`src/rtl/core/fbv_pkg.sv`:
```
// Shared types, constants and helpers for the frustum box visibility test.
`timescale 1ns / 1ps

package fbv_pkg;

	localparam int COORD_BITS   = 16;
	localparam int MATRIX_BITS  = 16;
	localparam int LANE_BITS    = 16;
	localparam int ROW_BITS     = 4 * LANE_BITS;
	localparam int PLANE_COUNT  = 6;
	localparam int CFG_IDX_BITS = 2;
	localparam int PLANE_BITS   = MATRIX_BITS + 1;
	localparam int PROD_BITS    = PLANE_BITS + COORD_BITS;
	localparam int SUM_BITS     = PROD_BITS + 2;
	// w = 1.0 in Q11.4, applied as a shift
	localparam int W_SHIFT      = 4;
	// input stage plus two stages per plane cell
	localparam int PIPE_DEPTH   = 2 * PLANE_COUNT + 1;

	typedef enum logic [CFG_IDX_BITS-1:0] {
		REG_ROW0 = 2'd0,
		REG_ROW1 = 2'd1,
		REG_ROW2 = 2'd2,
		REG_ROW3 = 2'd3
	} cfg_reg_t;

	typedef logic signed [COORD_BITS-1:0]  coord_t;
	typedef logic signed [MATRIX_BITS-1:0] matrix_t;
	typedef logic signed [PLANE_BITS-1:0]  plane_coef_t;
	typedef logic [ROW_BITS-1:0]           row_t;

	typedef struct packed {
		coord_t min_x;
		coord_t min_y;
		coord_t min_z;
		coord_t max_x;
		coord_t max_y;
		coord_t max_z;
	} box_t;

	typedef struct packed {
		logic visible;
	} vis_t;

	typedef struct packed {
		plane_coef_t x;
		plane_coef_t y;
		plane_coef_t z;
		plane_coef_t w;
	} plane_t;

	// per-axis extremes of the box, order-free
	typedef struct packed {
		coord_t least;
		coord_t most;
	} span_t;

	typedef struct packed {
		span_t sx;
		span_t sy;
		span_t sz;
		logic  culled;
	} cell_data_t;

	function automatic matrix_t lane(input row_t row, input int col);
		return row[col*LANE_BITS +: MATRIX_BITS];
	endfunction

	function automatic plane_t make_plane(input row_t base_row, input row_t other_row,
			input logic minus);
		plane_coef_t coef [4];
		plane_coef_t b;
		plane_coef_t o;
		for (int i = 0; i < 4; i++) begin
			b = PLANE_BITS'(lane(base_row, i));
			o = PLANE_BITS'(lane(other_row, i));
			coef[i] = minus ? (b - o) : (b + o);
		end
		return '{x: coef[0], y: coef[1], z: coef[2], w: coef[3]};
	endfunction

	function automatic span_t make_span(input coord_t lo, input coord_t hi);
		if (lo < hi)
			return '{least: lo, most: hi};
		return '{least: hi, most: lo};
	endfunction

endpackage

```
`src/rtl/core/fbv_plane_cell.sv`:
```
// One plane cell: tests the box against a single plane and passes it on.
`timescale 1ns / 1ps

module fbv_plane_cell (
	input  logic                clk,
	input  logic                arst_n,
	input  logic                adv,
	input  fbv_pkg::plane_t     plane_in,
	input  logic                vld_in,
	input  fbv_pkg::cell_data_t data_in,
	output logic                vld_out,
	output fbv_pkg::cell_data_t data_out
);
	import fbv_pkg::*;

	plane_t                      plane_q;
	coord_t                      pick_x, pick_y, pick_z;
	logic signed [PROD_BITS-1:0] prod_x_s1, prod_y_s1, prod_z_s1, prod_w_s1;
	logic signed [SUM_BITS-1:0]  sum;
	cell_data_t                  data_s1, data_s2;
	logic                        vld_s1, vld_s2;

	always_ff @(posedge clk) begin
		plane_q <= plane_in;
	end

	// the corner that maximizes each term: larger coordinate for a positive
	// coefficient, lesser one for a negative coefficient
	assign pick_x = plane_q.x[PLANE_BITS-1] ? data_in.sx.least : data_in.sx.most;
	assign pick_y = plane_q.y[PLANE_BITS-1] ? data_in.sy.least : data_in.sy.most;
	assign pick_z = plane_q.z[PLANE_BITS-1] ? data_in.sz.least : data_in.sz.most;

	always_ff @(posedge clk) begin
		if (adv) begin
			prod_x_s1 <= PROD_BITS'(plane_q.x) * PROD_BITS'(pick_x);
			prod_y_s1 <= PROD_BITS'(plane_q.y) * PROD_BITS'(pick_y);
			prod_z_s1 <= PROD_BITS'(plane_q.z) * PROD_BITS'(pick_z);
			prod_w_s1 <= PROD_BITS'(plane_q.w) <<< W_SHIFT;
			data_s1   <= data_in;
		end
	end

	assign sum = SUM_BITS'(prod_x_s1) + SUM_BITS'(prod_y_s1)
		+ SUM_BITS'(prod_z_s1) + SUM_BITS'(prod_w_s1);

	// all corners outside iff even the best corner is strictly negative
	always_ff @(posedge clk) begin
		if (adv) begin
			data_s2.sx     <= data_s1.sx;
			data_s2.sy     <= data_s1.sy;
			data_s2.sz     <= data_s1.sz;
			data_s2.culled <= data_s1.culled | sum[SUM_BITS-1];
		end
	end

	always_ff @(posedge clk or negedge arst_n) begin
		if (!arst_n) begin
			vld_s1 <= 1'b0;
			vld_s2 <= 1'b0;
		end else if (adv) begin
			vld_s1 <= vld_in;
			vld_s2 <= vld_s1;
		end
	end

	assign vld_out  = vld_s2;
	assign data_out = data_s2;

endmodule

```
`config.mk`:
```
export PLATFORM = sky130hd
export DESIGN_NAME = fbv_plane_cell
export DESIGN_NICKNAME = d
export VERILOG_FILES = /design/src/rtl/core/fbv_pkg.sv /design/src/rtl/core/fbv_plane_cell.sv
export SDC_FILE = /design/constraint.sdc
export NUM_CORES = 2
export LEC_CHECK = 0
export ABC_AREA = 1
export ABC_CLOCK_PERIOD_IN_PS = 6000
export BUFFER_PORTS_ARGS = -buffer_cell sky130_fd_sc_hd__buf_2
export CORE_UTILIZATION = 25
export DETAILED_ROUTE_END_ITERATION = 7
export SLEW_MARGIN = 20
export SYNTH_ARGS = -nofsm -noshare
export SYNTH_HDL_FRONTEND = slang
export SYNTH_SLANG_ARGS = --single-unit
```
`constraint.sdc`:
```
create_clock -name clk -period 6 [get_ports clk]
set_input_delay 0 -clock clk [delete_from_list [all_inputs] [get_ports clk]]
set_output_delay 0 -clock clk [all_outputs]
set_load 0.01 [all_outputs]
```
==> flow_summary.toml <==
[run_status]
run_status = "complete, no violations"

[critical_path]
rr_startpoint = "plane_q[50]$_DFF_P_"
cp-end-kind = "flip-flop"
critical_path_class = "reg -> reg"
critPathMaxFanout = 6
critPathLaunchType = "flip-flop"
cp.arrival_ps = 6290
cp-startpoint = "plane_q[50]$_DFF_P_"
critPathRequiredTime_ps = 6400

[drt]
route.antenna.remaining_nets = 0
met1Wirelength_mm = 55.31
wl_met2_mm = 64.78
first_pass_iters = 6
drt_iter0_drc = 1909
dr_wl_met3_mm = 7.590
dr.max_layer_used = "met5"
vias_per_cell = 4.258
via_count = 33000
remaining_drc_errors = 0
drt-total-wl_mm = 132.5
wire_per_inst_um = 17.09

[placed_design]
gp_congestion = 0.9322
dp_hpwl_mm = 111.0
portBuffers = 266
dp_slack_ps = -284.4
placed_cell_area_mm2 = 0.05153

[synth]
ys_warn_count = 0
ys_types = 42
syn_avg_cell_area_um2 = 9.941
synth-seq-area-share_pct = 24.17
synth.most_common_cell = "inv_1"
yosys.area.top_type = "fa_1"
synth_common_cells = "1,052 x inv_1, 890 x fa_1, 681 x nand2_1"
synth_seq_cells = 380
synth_top_area_share_pct = 40.17
synth-edff-count = 310
syn_inst = 4462
postSynth.asyncResetShare_pct = 0.5263
synth_flop_cell = "edfxtp_1"
syn_area_mm2 = 0.04436
synth_nets = 5807
synthTopCellsByArea = "fa_1 40%, edfxtp_1 21%, inv_1 8.9%"

[sta]
final-hold-violation-count = 0
tightestPinTransition_ps = 899.4
layout_min_cycle_time_ps = 5887
setup_viol = 0
fmax_ghz = 0.1699
grt_setup_unrepaired = "yes"
drv_slew = 0
slew_headroom_pct = 40.04
post-route-period-util_pct = 98.11
setup_ws_ps = 113.3
finClkSkew_ps = 15.35

[grt]
grt_pass1_wl_mm = 207.0
grt_pass1_vias = 35770
grt_usage_pct = 14.95
gr-total-overflow = 0
grt_max_degree = 134
antenna_found_initial = 5

[die]
fp.dieH_um = 423.2
io_pins = 267
dieArea_mm2 = 0.1791
die_width_um = 423.2
fp-row-count = 154
coreArea_mm2 = 0.1761
initial_core_util_pct = 25.19

[min_path]
hold_start = "plane_in[0]"
hp-class = "in -> reg"

[clocking]
clkTransAtPathRegs_ps = 60
cts_buffer_depth = 3
cts_tree = "yes"
numCtsBuffers = 49
cts_root_buffer = "clkbuf_16"
htree_levels = 2
clock_sinks = 380
insertion_delay_ps = 650

[final_layout]
nets = 6707
utilization_pct = 32.56
syn2layout_area_growth_pct = 29.28
drive_gt1_share_pct = 21.14
design_area_mm2 = 0.05734

[job]
cap_violations = 0
==> sequential cells by signal (all words and copies together) (netlist names) <==
| signal | flops |
|---|---|
| data_out | 97 |
| data_s1 | 97 |
| plane_q | 68 |
| prod_w_s1 | 17 |
| prod_x_s1 | 33 |
| prod_y_s1 | 33 |
| prod_z_s1 | 33 |
| vld_out | 1 |
| vld_s1 | 1 |
==> stage by stage <==
stage,instances,hold WS [ps],setup TNS [ps]
floorplan,4462,-295.6,0
global placement,7391,-216.1,-2570
detailed placement,7391,-211.4,-3612
CTS,7714,2.899,0
global route,7746,31.08,-523.3
finish,7749,38.07,0
==> critical path, stage by stage, from the launching register on <==
cell and delay, ps:
dfxtp_4 400, buf_6 130, buf_4 120, nand2_1 60, nand2_2 100, clkinvlp_4 250, buf_6 210, nor2_4 80
fa_1 460, fa_2 600, fa_1 480, fa_1 470, fa_1 500, inv_1 50, fa_1 470, inv_1 60
ha_4 300, nand2_4 70, nor2_4 90, inv_2 50, nor2_2 100, inv_2 60, or3_4 380, nand2_2 80
xor2_1 60
==> routing by layer <==
| layer | track usage, % | vias up |
|---|---|---|
| met4 | 5.132 | 2 |
| met1 | 19.17 | 16660 |
| li1 | - | 15140 |
| met2 | 25.40 | 961 |
| met5 | 0 | - |
| met3 | 2.396 | 234 |
==> path summary, 6_finish.rpt <==
path | end | slack [ps] | cells past startpoint
max reg2reg | prod_y_s1[24]$_DFFE_PP_ | 110 | 24
min reg2reg | prod_w_s1[20]$_DFFE_PP_ | 400 | 0
min in group asynchronous | vld_s1$_DFFE_PN0P_ | 200 | 3
min | plane_q[0]$_DFF_P_ | 40 | 2
max | prod_y_s1[24]$_DFFE_PP_ | 110 | 24
max in group asynchronous | vld_out$_DFFE_PN0P_ | 5680 | 3
==> timing repair <==
| action | in CTS | in global routing |
|---|---|---|
| hold endpoints to repair | 218 | 0 |
| gates cloned | 0 | 6 |
| hold buffers | 229 | 0 |
| gates resized for setup | 30 | 366 |
| buffers inserted | 2 | 22 |
| pin swaps | 1 | 86 |
| setup endpoints to repair | 48 | 62 |
==> cell type report <==
cell class                 count  area [µm²]
fill                       17960      118800
timing repair buffer         935        7243
clock inverter                33       364.1
clock buffer                  59        1348
sequential                   380       10730
antenna                        6       15.01
inverter                    1096        4155
timing repair inverter         3       20.02
tap                         2340        2928
multi-input combinational   2897       30540
==> layout by cell type, fill, tap and decap left out, drive strengths merged, types with 14 or more instances in the layout <==
cell type	netlist	layout
edfxtp	310	310
ha	286	286
fa	890	890
clkinv	23	36
xnor2	37	37
buf	49	706
dlygate4sd3	0	229
nand4	21	21
xor2	67	67
nor3	22	22
nand2	684	684
nor2	535	535
clkbuf	41	59
a21o	14	14
nand3	74	74
dfxtp	68	68
o21ai	63	63
a21oi	161	162
inv	1073	1082
==> cell families (layout without fill, tap and decap cells) <==
kind of cell,Yosys count,in the layout,synth area share (%)
AO/OA/AOI/OAI,263,264,3.368
XOR/XNOR,104,104,2.054
adder cells (fa/ha/maj),1176,1176,48.24
buffers and inverters,1186,2126,10.17
flip-flops,380,380,24.17
other,0,6,0
AND/OR/NAND/NOR,1353,1353,12.01
Power is left out: the tool's default activity adds up to more than one toggle a clock period on the data nets, which glitch-free logic cannot reach.
